File: config.mk
export PLATFORM = sky130hd
export DESIGN_NAME = ttmg_core
export DESIGN_NICKNAME = d
export VERILOG_FILES = /design/src/rtl/ttmg_pkg.sv /design/src/rtl/ttmg_core.sv
export SDC_FILE = /design/constraint.sdc
export NUM_CORES = 1
export LEC_CHECK = 0
export ABC_AREA = 1
export ABC_CLOCK_PERIOD_IN_PS = 6400
export BUFFER_PORTS_ARGS = -buffer_cell sky130_fd_sc_hd__buf_2
export CORE_MARGIN = 3
export CORE_UTILIZATION = 50
export DETAILED_ROUTE_END_ITERATION = 12
export GPL_TIMING_DRIVEN = 0
export PLACE_DENSITY = 0.74
export SYNTH_ARGS = -nofsm -noshare
export SYNTH_HDL_FRONTEND = slang
export SYNTH_SLANG_ARGS = --single-unit
File: constraint.sdc
create_clock -name clk -period 6.4 [get_ports clk]
set_input_delay 0.96 -clock clk [delete_from_list [all_inputs] [get_ports clk]]
set_output_delay 0.96 -clock clk [all_outputs]
set_load 0.02 [all_outputs]
File: src/rtl/ttmg_pkg.sv
// ============================================================================
// ttmg_pkg
// Shared constants and types for the two-trade maximum gain block.
// ============================================================================
package ttmg_pkg;

    localparam int SERIES_DEPTH = 1024;
    localparam int PRICE_W      = 16;
    localparam int GAIN_W       = PRICE_W + 1;
    localparam int ADDR_W       = $clog2(SERIES_DEPTH);
    localparam int CNT_W        = $clog2(SERIES_DEPTH + 1);
    localparam int ENTRY_W      = 2 * PRICE_W;
    localparam int IN_DATA_W    = 16;
    localparam int OUT_DATA_W   = 24;

    typedef logic [PRICE_W-1:0] price_t;
    typedef logic [GAIN_W-1:0]  gain_t;
    typedef logic [ADDR_W-1:0]  addr_t;
    typedef logic [CNT_W-1:0]   count_t;
    typedef logic [ENTRY_W-1:0] entry_t;

    // Store write port request
    typedef struct packed {
        logic   en;
        addr_t  addr;
        entry_t data;
    } mem_wr_t;

    // Store read port request
    typedef struct packed {
        logic  en;
        addr_t addr;
    } mem_rd_t;

endpackage

File: src/rtl/ttmg_core.sv
// ============================================================================
// ttmg_core
// Load sequencer with running minimum, backward walk with running maximum,
// and the result register.
// ============================================================================
module ttmg_core (
    input  logic                               clk,
    input  logic                               rst_n,
    input  logic                               s_axis_tvalid,
    output logic                               s_axis_tready,
    input  logic [ttmg_pkg::IN_DATA_W-1:0]     s_axis_tdata,
    input  logic                               s_axis_tlast,
    output logic                               m_axis_tvalid,
    input  logic                               m_axis_tready,
    output logic [ttmg_pkg::OUT_DATA_W-1:0]    m_axis_tdata,
    output logic                               m_axis_tuser,
    output ttmg_pkg::mem_wr_t                  mem_wr,
    output ttmg_pkg::mem_rd_t                  mem_rd,
    input  ttmg_pkg::entry_t                   mem_rdata
);

    import ttmg_pkg::*;

    typedef enum logic [1:0] {
        ST_LOAD,
        ST_WALK,
        ST_DRAIN,
        ST_DONE
    } state_t;

    state_t state_reg, state_next;
    count_t count_reg, count_next;
    logic   dropped_reg, dropped_next;
    price_t low_reg, low_next;
    price_t prefix_reg, prefix_next;
    price_t high_reg, high_next;
    price_t suffix_reg, suffix_next;
    gain_t  total_reg, total_next;
    addr_t  rd_addr_reg, rd_addr_next;
    logic   rd_pend_reg, rd_pend_next;
    logic   out_valid_reg, out_valid_next;
    gain_t  out_gain_reg, out_gain_next;
    logic   out_flag_reg, out_flag_next;

    logic   in_fire;
    logic   full;
    price_t ld_price;
    price_t ld_diff;
    price_t ld_gain;
    count_t cnt_dec;
    price_t wk_price;
    price_t wk_prefix;
    price_t wk_diff;
    price_t wk_suffix;
    gain_t  wk_sum;
    logic   out_free;

    assign s_axis_tready = (state_reg == ST_LOAD);
    assign in_fire       = s_axis_tvalid && s_axis_tready;
    assign full          = (count_reg == CNT_W'(SERIES_DEPTH));
    assign out_free      = !out_valid_reg || m_axis_tready;

    // Prefix gain for the incoming price
    assign ld_price = s_axis_tdata[PRICE_W-1:0];
    assign ld_diff  = ld_price - low_reg;
    always_comb
    begin
        if (count_reg == '0)
            ld_gain = '0;
        else if ((ld_price > low_reg) && (ld_diff > prefix_reg))
            ld_gain = ld_diff;
        else
            ld_gain = prefix_reg;
    end

    assign mem_wr.en   = in_fire && !full;
    assign mem_wr.addr = count_reg[ADDR_W-1:0];
    assign mem_wr.data = {ld_gain, ld_price};

    assign cnt_dec = count_reg - CNT_W'(1);

    // Suffix gain and two-trade sum for the entry just read back
    assign wk_price  = mem_rdata[PRICE_W-1:0];
    assign wk_prefix = mem_rdata[ENTRY_W-1:PRICE_W];
    assign wk_diff   = high_reg - wk_price;
    assign wk_suffix = ((high_reg > wk_price) && (wk_diff > suffix_reg)) ? wk_diff : suffix_reg;
    assign wk_sum    = GAIN_W'(wk_prefix) + GAIN_W'(wk_suffix);

    assign mem_rd.en   = (state_reg == ST_WALK);
    assign mem_rd.addr = rd_addr_reg;

    always_comb
    begin
        state_next     = state_reg;
        count_next     = count_reg;
        dropped_next   = dropped_reg;
        low_next       = low_reg;
        prefix_next    = prefix_reg;
        high_next      = high_reg;
        suffix_next    = suffix_reg;
        total_next     = total_reg;
        rd_addr_next   = rd_addr_reg;
        rd_pend_next   = 1'b0;
        out_valid_next = out_valid_reg && !m_axis_tready;
        out_gain_next  = out_gain_reg;
        out_flag_next  = out_flag_reg;

        if (rd_pend_reg)
        begin
            suffix_next = wk_suffix;
            high_next   = (wk_price > high_reg) ? wk_price : high_reg;
            total_next  = (wk_sum > total_reg) ? wk_sum : total_reg;
        end

        case (state_reg)
            ST_LOAD:
            begin
                if (in_fire)
                begin
                    if (full)
                    begin
                        dropped_next = 1'b1;
                    end
                    else
                    begin
                        count_next  = count_reg + CNT_W'(1);
                        prefix_next = ld_gain;
                        if ((count_reg == '0) || (ld_price < low_reg))
                            low_next = ld_price;
                    end
                    if (s_axis_tlast)
                    begin
                        // Start the walk at the newest stored entry
                        rd_addr_next = full ? cnt_dec[ADDR_W-1:0] : count_reg[ADDR_W-1:0];
                        high_next    = '0;
                        suffix_next  = '0;
                        total_next   = '0;
                        state_next   = ST_WALK;
                    end
                end
            end
            ST_WALK:
            begin
                rd_pend_next = 1'b1;
                if (rd_addr_reg == '0)
                    state_next = ST_DRAIN;
                else
                    rd_addr_next = rd_addr_reg - ADDR_W'(1);
            end
            ST_DRAIN:
            begin
                state_next = ST_DONE;
            end
            ST_DONE:
            begin
                if (out_free)
                begin
                    out_valid_next = 1'b1;
                    out_gain_next  = total_reg;
                    out_flag_next  = dropped_reg;
                    count_next     = '0;
                    dropped_next   = 1'b0;
                    state_next     = ST_LOAD;
                end
            end
            default:
            begin
                state_next = ST_LOAD;
            end
        endcase
    end

    always_ff @(posedge clk or negedge rst_n)
    begin
        if (!rst_n)
        begin
            state_reg     <= ST_LOAD;
            count_reg     <= '0;
            dropped_reg   <= 1'b0;
            low_reg       <= '0;
            prefix_reg    <= '0;
            high_reg      <= '0;
            suffix_reg    <= '0;
            total_reg     <= '0;
            rd_addr_reg   <= '0;
            rd_pend_reg   <= 1'b0;
            out_valid_reg <= 1'b0;
            out_gain_reg  <= '0;
            out_flag_reg  <= 1'b0;
        end
        else
        begin
            state_reg     <= state_next;
            count_reg     <= count_next;
            dropped_reg   <= dropped_next;
            low_reg       <= low_next;
            prefix_reg    <= prefix_next;
            high_reg      <= high_next;
            suffix_reg    <= suffix_next;
            total_reg     <= total_next;
            rd_addr_reg   <= rd_addr_next;
            rd_pend_reg   <= rd_pend_next;
            out_valid_reg <= out_valid_next;
            out_gain_reg  <= out_gain_next;
            out_flag_reg  <= out_flag_next;
        end
    end

    assign m_axis_tvalid = out_valid_reg;
    assign m_axis_tdata  = OUT_DATA_W'(out_gain_reg);
    assign m_axis_tuser  = out_flag_reg;

    // Fill count never passes the store depth
    a_count_bound: assert property (@(posedge clk) disable iff (!rst_n)
        count_reg <= CNT_W'(SERIES_DEPTH))
        else $error("item count beyond store depth");

    // Read data is consumed only for reads issued by the walk
    a_read_origin: assert property (@(posedge clk) disable iff (!rst_n)
        rd_pend_reg |-> $past(state_reg == ST_WALK))
        else $error("read data without a walk read");

    // Drop flag is raised only against a full store
    a_drop_full: assert property (@(posedge clk) disable iff (!rst_n)
        $rose(dropped_reg) |-> $past(full))
        else $error("drop flagged while store had room");

    // A new result appears only when a walk completes
    a_result_src: assert property (@(posedge clk) disable iff (!rst_n)
        $rose(m_axis_tvalid) |-> $past(state_reg == ST_DONE))
        else $error("result without a finished walk");

endmodule

==> flow_summary_export.csv, run 1 <==
group,metric,value,unit
status,outcome,"finished, final reports clean",
timing,worst_slew_pin_slew,0.6171,ns
clock_tree,cts_sinks,125,
min_path,min_path_cells,2,
global_route,gr-total-overflow,0,
routing,num_vias,10430,
global_route,grt_pass1_wl,45710,um
clock_tree,cts_tree,"done",
timing,maxSlewHeadroom,58.86,%
final_layout,post-route-util,59.67,%
worst_setup_path,r2r_setup_slack,0.64,ns
routing,routed_wl,27740,um
routing,drtPass1Iterations,7,
worst_setup_path,arrival,6.35,ns
place,io_buffers,126,
worst_setup_path,path_class,"in -> reg",
timing,min_period,6.047,ns
worst_setup_path,regToRegEndpoint,"total_reg[3]",
floorplanning,die_x,153.1,um
timing,fmax,0.1654,GHz
place,gp_congestion,0.9125,
timing,hold_viol,0,
worst_setup_path,setup.worst_path.end_class,"flop",
timing,skew,0.01007,ns
clock_tree,cts_buffer_depth,2,
min_path,holdPathEnd,"prefix_reg[6]",
final_layout,syn2layout_area_growth,16.60,%
timing,slew_violations,0,
synth,seq_area_frac_synth,28.90,%
worst_setup_path,r2r-start,"high_reg[10]",
synth,synth_xor_area_share,2.104,%
synth,synth.yosys.warnings,0,
global_route,grt_pass1_vias,9762,
min_path,min-delay-start,"prefix_reg[6]",
final_layout,antenna_cells,0,
global_route,grt_usage,23.33,%
synth,synth-seq-cells,125,
timing,holdWs,0.4784,ns
final_layout,drive_gt1_share,16.64,%
worst_setup_path,slowest_stage,"fa_1",
routing,drc,0,
floorplanning,start_util,51.17,%
clock_tree,cts_max_level,4,
synth,synthSimpleGateAreaFrac,31.50,%
routing,wl_per_cell,13.46,um
synth,yosys-mux-area-fraction,0.2080,%
clock_tree,root_buffer,"clkbuf_16",
floorplanning,num_rows,53,
floorplanning,core-area,0.02115,mm2
routing,viasPerCell,5.065,
synth,synth_compound_area_share,10.23,%
floorplanning,die_area,0.02345,mm2
floorplanning,io_pins,134,
worst_setup_path,required,6.70,ns
min_path,hold_path_class,"reg -> reg",
place,dp_hpwl,21590,um
floorplanning,fp.dieH,153.1,um
worst_setup_path,rr_worst_depth,39,
job,cap_violations,0,
clock_tree,hold_buffers,0,
synth,avgSynthCellArea,6.699,um2
synth,synth_top_family_by_area,"simple AND/OR/NAND/NOR gates",
global_route,antenna_found_initial,0,
timing,finalCritPeriodShare,94.49,%
worst_setup_path,cp_max_fo,10,
final_layout,nNetsFinal,1933,
clock_tree,clk_pin_slew,0.06,ns
worst_setup_path,worstSetupStartpointType,"primary input",
timing,setup_violations,0,
worst_setup_path,cpPeakStageDelay,0.40,ns
clock_tree,clkLatencyLatePin,0.42,ns
global_route,grt_max_degree,64,
synth,netlist_area,0.01083,mm2
synth,synthAdderAreaFrac,12.58,%
routing,ant_nets,0,
synth,synth_cell_types,50,
synth,postSynthCellCount,1616,
routing,drtIter0Drc,634,
clock_tree,cts_made_buffers,17,
-- area by class of cell --
type,instances,area [um2]
buffer,69,446.7
clock buffer,20,446.7
clock inverter,11,143.9
fill,2036,8532
inverter,299,1125
multi-input combinational,1129,6286
sequential,125,3128
tap,275,344.1
timing repair buffer,132,701.9
-- critical path: cells and delay by family --
kind	cells	cell delay, ns
AND/OR/NAND/NOR	23	2.40
buffers and inverters	9	0.85
adder cells (fa/ha/maj)	6	1.68
AO/OA/AOI/OAI	3	0.42
-- cell usage after synthesis, drive strengths merged --
cell type / count / area share (%)
nand2: 467 / 17
inv: 298 / 10
nor2: 134 / 5.0
dfrtp: 125 / 29
ha: 104 / 12
a21oi: 101 / 4.9
nand3: 94 / 4.7
o21ai: 88 / 4.1
buf: 52 / 3.5
nand4: 37 / 2.1
xor2: 19 / 1.5
clkbuf: 17 / 0.60
and3: 16 / 0.92
nor3: 13 / 0.65
nand3b: 7 / 0.49
or2: 7 / 0.40
xnor2: 7 / 0.57
a21boi: 4 / 0.28
o21bai: 4 / 0.28
o31ai: 4 / 0.28
a31oi: 3 / 0.17
and2: 3 / 0.17
fa: 3 / 0.55
a21o: 2 / 0.14
mux2: 2 / 0.21
a211oi: 1 / 0.069
clkinv: 1 / 0.035
conb: 1 / 0.035
nor4: 1 / 0.058
o21a: 1 / 0.069
-- worst max path at each step --
stage / from / depth (start not counted) / to
4_1_cts: mem_rdata[0] / 43 / total_reg[3]
5_1_grt: mem_rdata[3] / 44 / total_reg[4]
3_3_place_gp: mem_rdata[0] / 39 / total_reg[5]
3_5_place_dp: mem_rdata[0] / 39 / total_reg[5]
2_1_floorplan: mem_rdata[0] / 38 / total_reg[1]
6_report: mem_rdata[0] / 41 / total_reg[3]
-- cells by family (layout without fill, tap and decap cells) --
logic type               after synthesis  count (layout)
XOR/XNOR                              26              26
AND/OR/NAND/NOR                      779             779
other                                  1               7
flip-flops                           125             125
buffers and inverters                368             531
adder cells (fa/ha/maj)              107             107
multiplexers                           2               2
AO/OA/AOI/OAI                        208             208
-- stage by stage --
step	instances	TNS, ns	setup WS [ns]	instance area (um2)
6_report	2060	0	0.3527	12620
5_1_grt	2060	-0.07224	-0.03154	12620
4_1_cts	2055	0	0.003044	12450
3_5_place_dp	2024	-8.880	-0.5731	11860
3_3_place_gp	2023	-7.919	-0.5488	11820
2_1_floorplan	1622	0	0.5943	10850
-- layer usage --
layer,part of all wire [%],GRT usage [%],vias up,wire (um)
met5,0,0,-,0
met4,1.7,6.449,0,473
met3,5.4,5.096,41,1495
met2,49,40.39,260,13490
met1,44,29.43,4775,12280
li1,-,-,5358,-
-- layout by cell type, fill, tap and decap left out, drive strengths merged, types with 7 or more instances in the layout --
| master | n |
|---|---|
| xnor2 | 7 |
| and3 | 16 |
| nand4 | 37 |
| or2 | 7 |
| nand3b | 7 |
| o21ai | 88 |
| nand3 | 94 |
| inv | 298 |
| dfrtp | 125 |
| xor2 | 19 |
| buf | 182 |
| clkinv | 8 |
| conb | 7 |
| ha | 104 |
| nor2 | 134 |
| a21oi | 101 |
| nor3 | 13 |
| nand2 | 467 |
| clkbuf | 39 |
-- timing repair --
item,CTS,global route
gates resized for setup,4,37
pin swaps,0,10
setup buffers,0,5
setup endpoints to repair,16,17
Power of run 1 is not shown: default switching activity piles up to over one toggle a cycle in this logic, so the estimate is an artifact.
==> run 2, diff against run 1 <==
--- a/config.mk
+++ b/config.mk
@@ -6,7 +6,7 @@
 export NUM_CORES = 1
 export LEC_CHECK = 0
 export ABC_AREA = 1
-export ABC_CLOCK_PERIOD_IN_PS = 6400
+export ABC_CLOCK_PERIOD_IN_PS = 7000
 export BUFFER_PORTS_ARGS = -buffer_cell sky130_fd_sc_hd__buf_2
 export CORE_MARGIN = 3
 export CORE_UTILIZATION = 50
==> constraint.sdc (replaced) <==
create_clock -name clk -period 7 [get_ports clk]
set_input_delay 1.05 -clock clk [delete_from_list [all_inputs] [get_ports clk]]
set_output_delay 1.05 -clock clk [all_outputs]
set_load 0.02 [all_outputs]
==> run 2 against run 1 <==
  * Design area fell by 1.0%
  * Via count is 0.82% lower
  * Global-route usage is the same
  * Non-clock buffer count decreased by 4
  * Critical endpoint unchanged
  * Largest cell class unchanged
  * Highest routed layer unchanged
==> flow_summary_export.csv, run 2 (same netlist as run 1, synthesis figures left out) <==
group,metric,value,unit
status,outcome,"finished, final reports clean",
worst_setup_path,r2r-start,"high_reg[0]",
clock_tree,clk_pin_slew,0.06,ns
place,place_ws,-0.06313,ns
global_route,gr-total-overflow,0,
clock_tree,cts_made_buffers,17,
final_layout,fillCellCount,2059,
routing,drtIter0Drc,663,
worst_setup_path,cp.buffers_inverters,7,
routing,wl_met1,12010,um
routing,drc,0,
floorplanning,num_rows,53,
worst_setup_path,path_class,"in -> reg",
job,cap_violations,0,
worst_setup_path,cp.depth,38,
clock_tree,clkLatencyLatePin,0.42,ns
routing,num_vias,10350,
floorplanning,die_area,0.02345,mm2
timing,fmax,0.1523,GHz
global_route,grt_max_degree,64,
clock_tree,cts_sinks,125,
floorplanning,start_util,51.17,%
routing,routed_wl,27510,um
worst_setup_path,r2r_setup_slack,0.85,ns
routing,drtPass1Iterations,6,
floorplanning,core-area,0.02115,mm2
min_path,hold_path_class,"reg -> reg",
timing,setup_violations,0,
clock_tree,cts_buffer_depth,2,
place,gp_congestion,0.9125,
timing,maxSlewHeadroom,58.15,%
worst_setup_path,required,7.34,ns
final_layout,nNetsFinal,1929,
timing,hold_viol,0,
timing,min_period,6.566,ns
worst_setup_path,crit_top_cell,"nand2_1",
timing,skew,0.009127,ns
routing,wl_met2,13380,um
place,dp_hpwl,21590,um
worst_setup_path,rr_worst_depth,38,
final_layout,post-route-util,59.06,%
worst_setup_path,worstSetupStartpointType,"primary input",
global_route,grt_usage,23.33,%
floorplanning,io_pins,134,
routing,met3_length,1637,um
routing,viasPerCell,5.033,
worst_setup_path,cpPeakStageDelay,0.40,ns
worst_setup_path,path_delay_family,"simple AND/OR/NAND/NOR gates",
timing,setup_slack,0.4345,ns
place,io_buffers,126,
global_route,antenna_found_initial,0,
floorplanning,fp.dieH,153.1,um
worst_setup_path,cp-startpoint,"mem_rdata[0]",
final_layout,drive_gt1_share,15.22,%
routing,wl_per_cell,13.38,um
timing,finalCritPeriodShare,93.79,%
timing,slew_violations,0,
worst_setup_path,slowest_stage,"fa_1",
worst_setup_path,arrival,6.91,ns
timing,holdWs,0.4783,ns
routing,highest_layer,"met4",
worst_setup_path,setup.worst_path.end_class,"flop",
clock_tree,cts_tree,"done",
global_route,grt_pass1_wl,45710,um
worst_setup_path,crit_end,"total_reg[3]",
clock_tree,cts_max_level,4,
final_layout,antenna_cells,0,
final_layout,final_common_cell,"nand2_1",
final_layout,most-common-layout-cells,"nand2_1, inv_1, buf_2, dfrtp_1, nor2_1",
timing,worst_slew_pin_slew,0.6278,ns
final_layout,syn2layout_area_growth,15.42,%
clock_tree,root_buffer,"clkbuf_16",
routing,ant_nets,0,
global_route,grt_pass1_vias,9762,
floorplanning,die_x,153.1,um
worst_setup_path,regToRegEndpoint,"total_reg[3]",
worst_setup_path,cp_max_fo,10,
run 2: cell count changes in the layout (fill, tap and decap cells not counted), moves of 3 or more:
cell / delta
nand2_1: +6
nand2_2: -6
ha_1: +5
buf_4: -4
ha_2: -4
nand3_1: +3
nand3_2: -3
nor2_1: +3
nor2_2: -3
run 2: worst min path at each step:
stage | start | endpoint | slack (ns) | depth (start not counted)
floorplan | prefix_reg[10] | prefix_reg[10] | 0.45 | 2
global placement | prefix_reg[15] | prefix_reg[15] | 0.46 | 2
detailed placement | prefix_reg[5] | prefix_reg[5] | 0.47 | 2
CTS | prefix_reg[5] | prefix_reg[5] | 0.48 | 2
global route | prefix_reg[4] | prefix_reg[4] | 0.49 | 2
finish | prefix_reg[6] | prefix_reg[6] | 0.48 | 2
run 2: cell type report:
class	count	area, um2	share of cell area [%]
multi-input combinational	1129	6193	49.57
sequential	125	3128	25.04
inverter	299	1125	9.003
timing repair buffer	128	671.9	5.378
clock buffer	20	446.7	3.575
buffer	69	441.7	3.535
tap	275	344.1	2.754
clock inverter	11	143.9	1.152
run 2: per-layer routing:
metal	vias to the layer above	global-route usage, %
met4	0	6.449
met3	44	5.096
met2	261	40.39
li1	5347	-
met1	4696	29.43
met5	-	0
run 2: through the flow:
step	setup TNS [ns]	instances	instance area [um2]
floorplan	0	1622	10850
finish	0	2056	12490
detailed placement	-0.5447	2024	11860
CTS	0	2055	12450
global placement	-0.2642	2023	11820
global route	-0.001828	2056	12490
run 2: repair_timing:
| action | 4_1_cts | 5_1_grt |
|---|---|---|
| buffers inserted | 0 | 1 |
| hold buffers | 0 | 0 |
| hold endpoints to repair | 0 | 0 |
| gates resized for setup | 0 | 13 |
| endpoints found under the setup margin | 0 | 17 |
run 2: worst reg2reg max path, delay by kind of cell, from the launching register on:
kind | cells | cell delay [ns]
fa+ha+maj | 5 | 1.50
xor+xnor | 2 | 0.45
flops | 1 | 0.32
simple gates | 22 | 2.29
compound gates | 2 | 0.70
buf+inv | 7 | 0.80
Power of run 2 is left out for the same reason.
